`config.mk`:
```
export PLATFORM = sky130hd
export DESIGN_NAME = mbcp_ctrl
export DESIGN_NICKNAME = d
export VERILOG_FILES = /design/src/hw/rtl/mbcp_pkg.sv /design/src/hw/rtl/mbcp_ctrl.sv
export VERILOG_INCLUDE_DIRS = /design/src /design/src/hw/rtl
export SDC_FILE = /design/constraint.sdc
export NUM_CORES = 1
export LEC_CHECK = 0
export BUFFER_PORTS_ARGS = -buffer_cell sky130_fd_sc_hd__clkbuf_2
export CELL_PAD_IN_SITES_DETAIL_PLACEMENT = 0
export CELL_PAD_IN_SITES_GLOBAL_PLACEMENT = 2
export CORE_UTILIZATION = 23
export CTS_CLUSTER_DIAMETER = 50
export DETAILED_ROUTE_END_ITERATION = 10
export PLACE_DENSITY = 0.76
export SYNTH_ARGS = -nofsm -noshare
export SYNTH_HDL_FRONTEND = slang
export SYNTH_SLANG_ARGS = --single-unit
```
`constraint.sdc`:
```
create_clock -name i_clk -period 1.5 [get_ports i_clk]
set_input_delay 0.3 -clock i_clk [delete_from_list [all_inputs] [get_ports i_clk]]
set_output_delay 0.3 -clock i_clk [all_outputs]
set_load 0.005 [all_outputs]
```
`src/hw/rtl/mono_bitmap_column_packer_assert.svh`:
```
// assertion macros shared by the column packer modules
`ifndef MONO_BITMAP_COLUMN_PACKER_ASSERT_SVH
`define MONO_BITMAP_COLUMN_PACKER_ASSERT_SVH

`ifndef SYNTHESIS
// property checked at every clock edge outside reset
`define MBCP_ASSERT(name, clk, rst_n, prop, msg) \
    name: assert property (@(posedge clk) disable iff (!rst_n) (prop)) else $error(msg);
// property checked at every clock edge, reset included
`define MBCP_ASSERT_ALWAYS(name, clk, prop, msg) \
    name: assert property (@(posedge clk) (prop)) else $error(msg);
`else
`define MBCP_ASSERT(name, clk, rst_n, prop, msg)
`define MBCP_ASSERT_ALWAYS(name, clk, prop, msg)
`endif

`endif

```
`src/hw/rtl/mbcp_pkg.sv`:
```
// shared constants and controller/datapath interface types of the column packer
`timescale 1ns / 1ps
`default_nettype none

package mbcp_pkg;

    localparam int ROW_WORDS         = 8;
    localparam int MAX_ROWS          = 128;
    localparam int GROUPS_PER_COLUMN = 16;

    localparam int WORD_W      = 32;
    localparam int ADDR_W      = 10;
    localparam int STORE_DEPTH = 1 << ADDR_W;
    localparam int COL_W       = 8;
    localparam int GRP_W       = 4;
    localparam int ROWSEL_W    = 3;
    localparam int BYTE_W      = 8;
    localparam int ROWCNT_W    = 8;
    localparam int COLCNT_W    = 9;
    localparam int REQ_W       = 2;
    localparam int IN_DATA_W   = 48;
    localparam int APB_ADDR_W  = 3;
    localparam int APB_DATA_W  = 32;

    // request kinds carried in tuser
    localparam logic [REQ_W-1:0] REQ_WRITE   = 2'd0;
    localparam logic [REQ_W-1:0] REQ_EMIT    = 2'd1;
    localparam logic [REQ_W-1:0] REQ_RESTART = 2'd2;

    // register indexes (paddr[2])
    localparam logic REG_ROW_COUNT    = 1'b0;
    localparam logic REG_COLUMN_COUNT = 1'b1;

    localparam logic [ROWCNT_W-1:0] ROW_COUNT_RESET    = 8'd122;
    localparam logic [COLCNT_W-1:0] COLUMN_COUNT_RESET = 9'd250;

    typedef struct packed {
        logic                wr_en;
        logic                restart;
        logic                rd_en;
        logic [ROWSEL_W-1:0] rd_row;
        logic                load_out;
    } t_dp_cmd;

    typedef struct packed {
        logic out_free;
    } t_dp_sts;

endpackage

`default_nettype wire

```
`src/hw/rtl/mbcp_ctrl.sv`:
```
// request decode and byte gather sequencer
`timescale 1ns / 1ps
`default_nettype none

`include "mono_bitmap_column_packer_assert.svh"

module mbcp_ctrl (
    input  wire logic                          i_clk,
    input  wire logic                          i_rst_n,
    input  wire logic                          i_in_valid,
    input  wire logic [mbcp_pkg::REQ_W-1:0]    i_req_type,
    output logic                               o_in_ready,
    output mbcp_pkg::t_dp_cmd                  o_cmd,
    input  wire mbcp_pkg::t_dp_sts             i_sts
);
    import mbcp_pkg::*;

    typedef enum logic [1:0] {
        ST_IDLE,
        ST_READ,
        ST_SETTLE,
        ST_DONE
    } t_state;

    t_state              r_state, n_state;
    logic [ROWSEL_W-1:0] r_row, n_row;
    logic                w_accept;

    assign w_accept   = i_in_valid && (r_state == ST_IDLE);
    assign o_in_ready = (r_state == ST_IDLE);

    always_comb begin
        n_state        = r_state;
        n_row          = r_row;
        o_cmd          = '0;
        o_cmd.rd_row   = r_row;
        case (r_state)
            ST_IDLE: begin
                n_row = '0;
                if (w_accept) begin
                    case (i_req_type)
                        REQ_WRITE:   o_cmd.wr_en   = 1'b1;
                        REQ_RESTART: o_cmd.restart = 1'b1;
                        REQ_EMIT:    n_state       = ST_READ;
                        default:     n_state       = ST_IDLE;
                    endcase
                end
            end
            ST_READ: begin
                o_cmd.rd_en = 1'b1;
                n_row       = r_row + ROWSEL_W'(1);
                if (r_row == '1) begin
                    n_state = ST_SETTLE;
                end
            end
            // last row's word is shifted in during this cycle
            ST_SETTLE: begin
                n_state = ST_DONE;
            end
            ST_DONE: begin
                if (i_sts.out_free) begin
                    o_cmd.load_out = 1'b1;
                    n_state        = ST_IDLE;
                end
            end
            default: begin
                n_state = ST_IDLE;
            end
        endcase
    end

    always_ff @(posedge i_clk) begin
        if (!i_rst_n) begin
            r_state <= ST_IDLE;
            r_row   <= '0;
        end else begin
            r_state <= n_state;
            r_row   <= n_row;
        end
    end

    `MBCP_ASSERT(a_load_when_free, i_clk, i_rst_n,
        o_cmd.load_out |-> i_sts.out_free,
        "output register overwritten before its transaction")
    `MBCP_ASSERT_ALWAYS(a_no_write_during_read, i_clk,
        !(o_cmd.rd_en && o_cmd.wr_en),
        "image write overlaps a gather read")
    `MBCP_ASSERT(a_settle_after_last_row, i_clk, i_rst_n,
        r_state == ST_SETTLE |-> $past(o_cmd.rd_en) && $past(r_row) == '1,
        "gather finished before all eight rows were read")

endmodule

`default_nettype wire

```
==> results.py, run 1 <==
metrics = {
    "run_status": {
        "outcome": "finished with violations",
        "violations": "setup timing",
    },
    "flow_run": {
        "max_cap_viol_count": 0,
    },
    "setup_path": {
        "worst-endpoint-required_ns": 1.62,
        "timing.critical_path.to_type": "flop",
        "worstPathCellList": "inv_4 -> ha_4 -> nor2b_4 -> buf_4 -> a2111oi_4 -> mux2i_1 -> nor2b_1",
        "critical_path.slowest_cell": "dfxtp_4",
        "timing.critical_path.slowest_cell_delay_ns": 0.37,
        "critPathArrivalTime_ns": 1.62,
        "max_fanout_on_critical_path": 3,
        "cp-start-kind": "flop",
        "worstSetupPathType": "reg -> reg",
    },
    "floorplan": {
        "floorplan.die_area_um2": 1800,
        "die_x_um": 42.4,
        "fp.dieH_um": 42.4,
        "initial_utilization": 0.246,
        "floorplan.io_pins": 14,
        "coreArea_um2": 1520,
        "number_of_rows_in_the_core_area": 14,
    },
    "route": {
        "route.vias.total": 343,
        "drt.antenna.violating_nets": 0,
        "remaining_drc_errors": 0,
        "starting_drc_count_in_detailed_routing": 5,
        "routedWlPerCell_um": 10.1,
        "wirelength_um": 817,
        "post_drt_via_cell_ratio": 4.23,
        "firstDrtPassIters": 4,
    },
    "clock_tree": {
        "worst_skew_pair.late_latency_ns": 0.24,
        "ctsRootBufferMaster": "clkbuf_4",
        "clkTransAtPathRegs_ns": 0.04,
        "cts_num_sinks": 5,
        "cts.hold.buffers_added": 0,
        "tritoncts": "yes",
        "cts_buffers": 3,
        "maximum_buffer_depth_of_the_clock_tree": 2,
        "h-tree-depth": 1,
    },
    "sta": {
        "final-hold-violation-count": 0,
        "timing.slew.headroom": 0.777,
        "setup_repair_after_global_routing_missed_its_margin": "true",
        "fmax_mhz": 666,
        "final.setup.worst_slack_ns": -0.00245,
        "hold-worst-slack_ns": 0.361,
        "worst_slew_pin_slew_ns": 0.334,
        "final_max_slew_viol_count": 0,
        "fin_crit_sh": 1.00,
        "finalSetupViolations": 1,
        "period_needed_ns": 1.50,
        "fin_skew_ns": 0.00112,
    },
    "cells_and_area": {
        "syn_to_final_growth_pct": 73.3,
        "nFillCells": 158,
        "stdcell_count": 81,
        "nNetsFinal": 79,
        "antenna_cells": 0,
        "final_layout_size_suffix_gt1_frac": 0.631,
        "finish.utilization": 0.427,
    },
    "global_route": {
        "first_pass_grt_wire_length_um": 1300,
        "grt_use_total": 0.0973,
        "grt-ovfl-total": 0,
        "grt_max_degree": 8,
        "grt_pass1_vias": 327,
        "initial_antenna_violation_count": 0,
    },
    "yosys": {
        "yosysTopAreaCellShare": 0.267,
        "synth_compound_area_frac": 0.127,
        "synthXorXnorAreaFrac": 0,
        "synthCells": 39,
        "post_synth_mux_area_share": 0.0533,
        "synth-warning-count": 0,
        "synth_seq_cells": 5,
        "synthesis.area_um2": 375,
        "avgSynthCellArea_um2": 9.62,
        "combinational_family_with_the_most_area_after_synthesis": "simple AND/OR/NAND/NOR gates",
        "synth_simple_gate_area_share": 0.280,
        "netlist-cell-type-count": 14,
        "ys_top_cells_by_area": "dfxtp_1, ha_1, nor2b_1",
        "synthAdderAreaFrac": 0.233,
        "cell_type_with_the_largest_total_area_after_synthesis": "dfxtp_1",
        "synth_fp_nets": 52,
        "seq_total_area_yosys": 0.267,
    },
    "pwr": {
        "post-layout-total-power_w": 0.000688,
        "static-leakage-power_nw": 0.296,
        "power.density_cell_area_nw_per_um2": 1060,
        "max-vdd-ir-drop_uv": 564,
    },
    "placed_design": {
        "place_ws_ns": -0.0523,
        "count_of_placed_standard_cells_including_taps": 76,
        "globalplace.congestion": 0.776,
        "dpl.hpwl_um": 650,
        "number_of_port_buffers": 13,
    },
    "min_path": {
        "worst_hold_path_type": "in -> reg",
    },
}
## worst paths after layout
| path | startpoint | to | slack, ns | cells past startpoint |
|---|---|---|---|---|
| setup reg to reg | r_state[0] | r_state[1] | -0.002 | 7 |
| hold reg to reg | r_row[0] | r_row[0] | 0.65 | 3 |
| hold / removal | i_rst_n | r_row[0] | 0.36 | 2 |
| setup / recovery | r_state[0] | r_state[1] | -0.002 | 7 |
## synth_stat cells
library cell / number
nor2b_1: 6
a2111oi_4: 1
ha_1: 7
nor3b_1: 2
nand2b_1: 1
inv_1: 4
dfxtp_1: 5
a21oi_1: 2
nand3_1: 3
and2_1: 1
mux2i_1: 2
nor2b_4: 1
o211a_1: 1
nor2_1: 3
## cell families after synthesis
kind of cell / after synthesis
flops: 5
fa+ha+maj: 7
buf+inv: 4
compound gates: 4
simple gates: 17
mux: 2
## metrics by stage
step,area (um^2),setup TNS (ns)
floorplan,392,0
detailed placement,537,-0.0879
CTS,652,-0.0723
finish,651,-0.00245
global route,651,-0.318
global placement,537,-0.00459
## report_power, final
group	leakage, nW	internal (W)	switching [W]
logic	0.239	0.000210	0.000153
registers	0.0427	0.000155	0.0000191
clock network	0.0150	0.000100	0.0000498
## worst max-delay path, delay by kind of cell (launching register included)
family	cells	cell delay, ns
simple gates	2	0.18
fa+ha+maj	1	0.15
buf+inv	2	0.18
compound gates	1	0.26
mux	1	0.25
flops	1	0.37
## layout by cell type, fill, tap and decap left out, types with 2 or more instances in the layout
cell type  count
dfxtp_2        3
nor2_1         3
a21oi_1        2
inv_1          2
buf_4          9
nand3_1        2
nor2b_4        2
clkbuf_2      10
inv_4          2
clkbuf_4       3
buf_2          2
mux2i_1        2
nor2b_1        5
ha_4           5
nor3b_1        2
## state kept, by name (all words and copies together) (netlist names)
register,count
r_state,2
r_row,3
## cell type report
class	instances	area, um^2	share of cell area
Clock buffer	4	26.3	0.0404
Inverter	4	20.0	0.0308
Multi-Input combinational cell	30	338	0.519
Sequential cell	5	108	0.165
Tap cell	16	20.0	0.0308
Timing Repair Buffer	22	139	0.213
## what timing repair did
item	4_1_cts	5_1_grt
cloned	0	0
pin swaps	4	2
endpoints found under the setup margin	5	5
gates resized for setup	18	3
buffers inserted	2	0
endpoints found under the hold margin	0	0
## metal layers
metal / up-vias / part of all wire / global-route usage
met5: - / 0 / 0
met4: 0 / 0 / 0.0563
met3: 0 / 0.021 / 0.0259
met2: 6 / 0.52 / 0.163
met1: 152 / 0.46 / 0.109
li1: 185 / - / -
No activity file was read; power rests on OpenSTA's default activity.
==> inputs of run 2 (changes only) <==
Settings changed: ABC_CLOCK_PERIOD_IN_PS set to 1500, PLACE_DENSITY 0.76 to unset, PLACE_DENSITY_LB_ADDON set to 0.2.
==> run 2 against run 1 <==
Net effect: core utilization is 1.6 points lower; maximum frequency down 0.93%; combinational power down 4%; cell count grew 1.2%; the run still ends with setup timing left; non-clock buffer count grew 1; cell area shrank 3.7%; clock skew fell by 0.00077 ns.
==> results.py, run 2 (synthesis results as in run 1) <==
metrics = {
    "route": {
        "routedWlPerCell_um": 9.70,
        "remaining_drc_errors": 0,
        "route.vias.total": 340,
        "firstDrtPassIters": 2,
        "post_drt_via_cell_ratio": 4.15,
        "drt.antenna.violating_nets": 0,
        "wirelength_um": 795,
        "starting_drc_count_in_detailed_routing": 1,
    },
    "sta": {
        "final-hold-violation-count": 0,
        "final.setup.worst_slack_ns": -0.0166,
        "fin_skew_ns": 0.000349,
        "setup_repair_after_global_routing_missed_its_margin": "true",
        "fmax_mhz": 659,
        "worst_slew_pin_slew_ns": 0.360,
        "period_needed_ns": 1.52,
        "finalSetupViolations": 3,
        "timing.slew.headroom": 0.760,
        "hold-worst-slack_ns": 0.341,
        "final_max_slew_viol_count": 0,
        "fin_crit_sh": 1.01,
    },
    "setup_path": {
        "timing.critical_path.to_type": "output port",
        "cp-start-kind": "flop",
        "worstSetupPathType": "reg -> out",
        "critPathArrivalTime_ns": 1.22,
        "max_fanout_on_critical_path": 3,
        "reg2reg_depth": 7,
        "worst-endpoint-required_ns": 1.20,
    },
    "clock_tree": {
        "maximum_buffer_depth_of_the_clock_tree": 2,
        "clkTransAtPathRegs_ns": 0.04,
        "h-tree-depth": 1,
        "cts_num_sinks": 5,
        "cts_buffers": 3,
        "tritoncts": "yes",
        "worst_skew_pair.late_latency_ns": 0.23,
        "ctsRootBufferMaster": "clkbuf_4",
    },
    "placed_design": {
        "place_ws_ns": -0.0479,
        "count_of_placed_standard_cells_including_taps": 77,
        "dpl.hpwl_um": 626,
        "number_of_port_buffers": 13,
        "globalplace.congestion": 0.661,
    },
    "floorplan": {
        "number_of_rows_in_the_core_area": 14,
        "floorplan.die_area_um2": 1800,
        "fp.dieH_um": 42.4,
        "initial_utilization": 0.246,
        "coreArea_um2": 1520,
        "floorplan.io_pins": 14,
        "die_x_um": 42.4,
    },
    "global_route": {
        "grt_max_degree": 8,
        "first_pass_grt_wire_length_um": 1300,
        "initial_antenna_violation_count": 0,
        "grt_use_total": 0.0982,
        "grt-ovfl-total": 0,
        "grt_pass1_vias": 318,
    },
    "run_status": {
        "outcome": "finished with violations",
        "violations": "setup timing",
    },
    "min_path": {
        "hold_depth": 2,
        "worst_hold_path_type": "in -> reg",
    },
    "cells_and_area": {
        "largest_register_ffs": 3,
        "regMostFlops": "r_row",
        "nNetsFinal": 80,
        "syn_to_final_growth_pct": 67.0,
        "antenna_cells": 0,
        "registers_with_the_highest_flip_flop_counts": "r_row x3, r_state x2",
        "final_layout_size_suffix_gt1_frac": 0.561,
        "final_common_cell": "clkbuf_2",
        "stdcell_count": 82,
        "most-common-layout-cells": "clkbuf_2, buf_4, nor2b_1, ha_4",
    },
    "flow_run": {
        "max_cap_viol_count": 0,
    },
    "pwr": {
        "post-layout-total-power_w": 0.000670,
        "static-leakage-power_nw": 0.303,
        "power.density_cell_area_nw_per_um2": 1070,
        "max-vdd-ir-drop_uv": 645,
    },
}
[run 2: what timing repair did]
item,in CTS,in global routing
pin swaps,0,2
hold buffers,0,0
endpoints found under the setup margin,5,5
setup buffers,1,0
gates resized for setup,6,7
[run 2: worst paths after layout]
kind               from         end  slack [ns]
min reg2reg    r_row[1]    r_row[1]        0.63
max reg2reg  r_state[0]  r_state[1]       -0.01
min             i_rst_n    r_row[1]        0.34
max          r_state[0]    o_cmd[5]       -0.02
[run 2: area by class of cell]
cell class                 count  area [um^2]
fill                         155          897
multi-input combinational     30          315
timing repair buffer          23          140
sequential                     5          105
clock buffer                   4         26.3
inverter                       4         20.0
tap                           16         20.0
[run 2: per-layer routing]
metal | part of all wire | GRT usage | vias to the layer above | wire, um
met3 | 0.089 | 0.0560 | 0 | 71
met2 | 0.43 | 0.129 | 12 | 340
met5 | 0 | 0 | - | 0
li1 | - | - | 185 | -
met1 | 0.48 | 0.123 | 143 | 382
met4 | 0 | 0.0563 | 0 | 0
[run 2: worst max-delay path, cell delays in order, from the launching register on]
cell	delay, ns
dfxtp_4	0.36
inv_4	0.08
ha_4	0.13
nor2b_4	0.14
nand3_2	0.07
nor2_1	0.08
buf_2	0.11
[run 2: power breakdown]
part           internal [W]  switching [W]  total, W
sequential         0.000154      0.0000182  0.000172
clock              0.000100      0.0000481  0.000148
combinational      0.000194       0.000155  0.000349
total              0.000448       0.000221  0.000670
[run 2: per-stage QoR]
step,TNS [ns],area (um^2),utilization
2_1_floorplan,0,392,-
4_1_cts,-0.115,601,0.394
3_3_place_gp,-0.0223,544,0.357
6_report,-0.0386,627,0.411
5_1_grt,-0.279,627,0.411
3_5_place_dp,-0.0860,544,0.357
==> inputs of run 3 (changes only) <==
--- a/config.mk
+++ b/config.mk
@@ -8,2 +8,3 @@
 export LEC_CHECK = 0
+export ABC_AREA = 1
 export ABC_CLOCK_PERIOD_IN_PS = 1500
@@ -12,3 +13,3 @@
 export CELL_PAD_IN_SITES_GLOBAL_PLACEMENT = 2
-export CORE_UTILIZATION = 23
+export CORE_UTILIZATION = 20
 export CTS_CLUSTER_DIAMETER = 50
==> constraint.sdc (replaced) <==
create_clock -name i_clk -period 1.5 [get_ports i_clk]
set_input_delay 0.15 -clock i_clk [delete_from_list [all_inputs] [get_ports i_clk]]
set_output_delay 0.15 -clock i_clk [all_outputs]
set_load 0.005 [all_outputs]
==> run 3 against run 2 <==
Net effect: the flow now finishes without violations; sequential share of layout area rose by 2.7 points; die area rose by 15%; flip-flop and latch count did not move; sequential power rose by 26%; setup slack improved by 0.12 ns; via count rose by 8.2%; cell count rose by 20%; power rose by 33%.
==> results.py, run 3 <==
metrics = {
    "yosys": {
        "seq_total_area_yosys": 0.266,
        "synth-async-reset-ratio": 0,
        "ys_top_cells_by_area": "dfxtp_1, ha_1, nand2_1",
        "cell_type_with_the_largest_total_area_after_synthesis": "dfxtp_1",
        "synth_common_cells": "nand2_1, inv_1, ha_1",
        "synth-warning-count": 0,
        "most_frequent_cell_after_synthesis": "nand2_1",
        "synth_fp_nets": 69,
        "netlist-cell-type-count": 11,
        "synth_seq_cells": 5,
        "avgSynthCellArea_um2": 6.73,
        "synthCells": 56,
        "synth_enable_flop_cells": 0,
        "yosys_most_used_dff": "dfxtp_1",
        "synthesis.area_um2": 377,
        "yosysTopAreaCellShare": 0.266,
    },
    "clock_tree": {
        "cts_num_sinks": 5,
        "clkTransAtPathRegs_ns": 0.04,
        "tritoncts": "yes",
        "maximum_buffer_depth_of_the_clock_tree": 2,
        "cts_buffers": 3,
        "cts_post_setup_buffers_inserted": 0,
        "h-tree-depth": 1,
        "worst_skew_pair.late_latency_ns": 0.24,
        "ctsRootBufferMaster": "clkbuf_4",
        "cts.hold.buffers_added": 0,
        "cts-resized-gates": 0,
    },
    "sta": {
        "fmax_mhz": 718,
        "timing.slew.headroom": 0.854,
        "fin_crit_sh": 0.929,
        "timing.setup.tns_ns": 0,
        "worst_slew_pin_slew_ns": 0.219,
        "fin_skew_ns": 0.0000935,
        "period_needed_ns": 1.39,
        "finalSetupViolations": 0,
        "final_max_slew_viol_count": 0,
        "final-hold-violation-count": 0,
        "setup_repair_after_global_routing_missed_its_margin": "false",
    },
    "min_path": {
        "hold_depth": 3,
        "worstHoldEndpoint": "r_state[1]",
        "hp-start": "i_rst_n",
        "worst_hold_path_type": "in -> reg",
    },
    "floorplan": {
        "floorplan.die_area_um2": 2060,
        "fp.dieH_um": 45.4,
        "initial_utilization": 0.216,
        "die_x_um": 45.4,
        "number_of_rows_in_the_core_area": 15,
        "coreArea_um2": 1750,
        "floorplan.io_pins": 14,
    },
    "flow_run": {
        "max_cap_viol_count": 0,
    },
    "global_route": {
        "grt_use_total": 0.0848,
        "grt_pass1_vias": 299,
        "first_pass_grt_wire_length_um": 1100,
        "grt_max_degree": 7,
        "grt-ovfl-total": 0,
        "initial_antenna_violation_count": 0,
    },
    "setup_path": {
        "timing.critical_path.to_type": "output port",
        "worstSetupPathType": "reg -> out",
        "critPathArrivalTime_ns": 1.24,
        "critical_path.reg2reg.startpoint": "r_state[1]",
        "cp-start-kind": "flop",
        "max_fanout_on_critical_path": 4,
        "timing.rr.end": "r_state[0]",
        "reg2reg_setup_slack_ns": 0.19,
        "worst-endpoint-required_ns": 1.35,
        "reg2reg_depth": 8,
    },
    "route": {
        "routedWlPerCell_um": 7.74,
        "post_drt_via_cell_ratio": 3.76,
        "route.vias.total": 368,
        "drt.antenna.violating_nets": 0,
        "wirelength_um": 759,
        "firstDrtPassIters": 2,
        "remaining_drc_errors": 0,
        "starting_drc_count_in_detailed_routing": 2,
    },
    "cells_and_area": {
        "final_layout_size_suffix_gt1_frac": 0.329,
        "largest_register_ffs": 3,
        "antenna_cells": 0,
        "regMostFlops": "r_row",
        "registers_with_the_highest_flip_flop_counts": "r_row x3, r_state x2",
        "nFillCells": 213,
        "stdcell_count": 98,
        "syn_to_final_growth_pct": 36.5,
        "nNetsFinal": 87,
        "most-common-layout-cells": "nand2_1, clkbuf_2, inv_1",
        "final_common_cell": "nand2_1",
    },
    "pwr": {
        "max-vdd-ir-drop_uv": 594,
        "power.density_cell_area_nw_per_um2": 1730,
        "static-leakage-power_nw": 0.289,
    },
    "placed_design": {
        "dpl.hpwl_um": 616,
        "count_of_placed_standard_cells_including_taps": 94,
        "number_of_port_buffers": 13,
        "globalplace.congestion": 0.636,
    },
    "run_status": {
        "outcome": "finished clean",
    },
}
## run 3: cell types whose count changed after synthesis, moves of 3 or more
cell	change
nand2_2	+3
nand2_1	+15
inv_1	+9
nor2b_1	-6
## run 3: stage by stage
| step | setup slack [ns] | hold WS, ns | power (W) | instance area (um^2) | utilization |
|---|---|---|---|---|---|
| 4_1_cts | 0.0288 | 0.150 | 0.000857 | 499 | 0.286 |
| 3_5_place_dp | 0.173 | 0.412 | 0.000691 | 473 | 0.271 |
| 3_3_place_gp | 0.151 | 0.412 | 0.000702 | 473 | 0.271 |
| 6_report | 0.107 | 0.161 | 0.000888 | 514 | 0.295 |
| 2_1_floorplan | 0.322 | 0.270 | 0.000554 | 377 | - |
| 5_1_grt | 0.0237 | 0.177 | 0.000990 | 514 | 0.295 |
## run 3: critical path: stages (launching register included)
cell	delay, ns
dfxtp_1	0.34
inv_2	0.10
ha_2	0.21
nand2_2	0.08
nor3_1	0.14
clkbuf_2	0.14
## run 3: how the worst max path moves through the flow
stage | to | from | cells after the start
2_1_floorplan | r_state[0] | r_state[0] | 8
3_3_place_gp | r_state[0] | r_state[1] | 8
3_5_place_dp | r_state[1] | r_state[1] | 8
4_1_cts | o_cmd[5] | r_state[0] | 5
5_1_grt | o_cmd[6] | r_state[1] | 5
6_report | o_cmd[5] | r_state[1] | 5
## run 3: metal layers
| metal | wire length (um) | track usage |
|---|---|---|
| met5 | 0 | 0 |
| met3 | 28 | 0.0119 |
| met4 | 17 | 0.127 |
| met1 | 367 | 0.0872 |
| met2 | 346 | 0.123 |
## run 3: cells by family (layout without fill, tap and decap cells)
kind of cell | Yosys count | count (layout) | share of synthesized area
buf+inv | 13 | 30 | 0.130
compound gates | 4 | 4 | 0.0531
flops | 5 | 5 | 0.266
simple gates | 27 | 27 | 0.319
fa+ha+maj | 7 | 7 | 0.233
## run 3: report_power, final
part	switching (W)	internal [W]	leakage (nW)
Clock	0.0000546	0.000101	0.0150
Combinational	0.000293	0.000224	0.234
Sequential	0.0000428	0.000173	0.0408
## run 3: area by class of cell
class	count	area, um^2	area share
repair buffers	13	65.1	0.127
inverters	13	48.8	0.0949
well taps	25	31.3	0.0608
multi-input cells	38	243	0.472
flip-flops and latches	5	100	0.195
clock buffers	4	26.3	0.0511
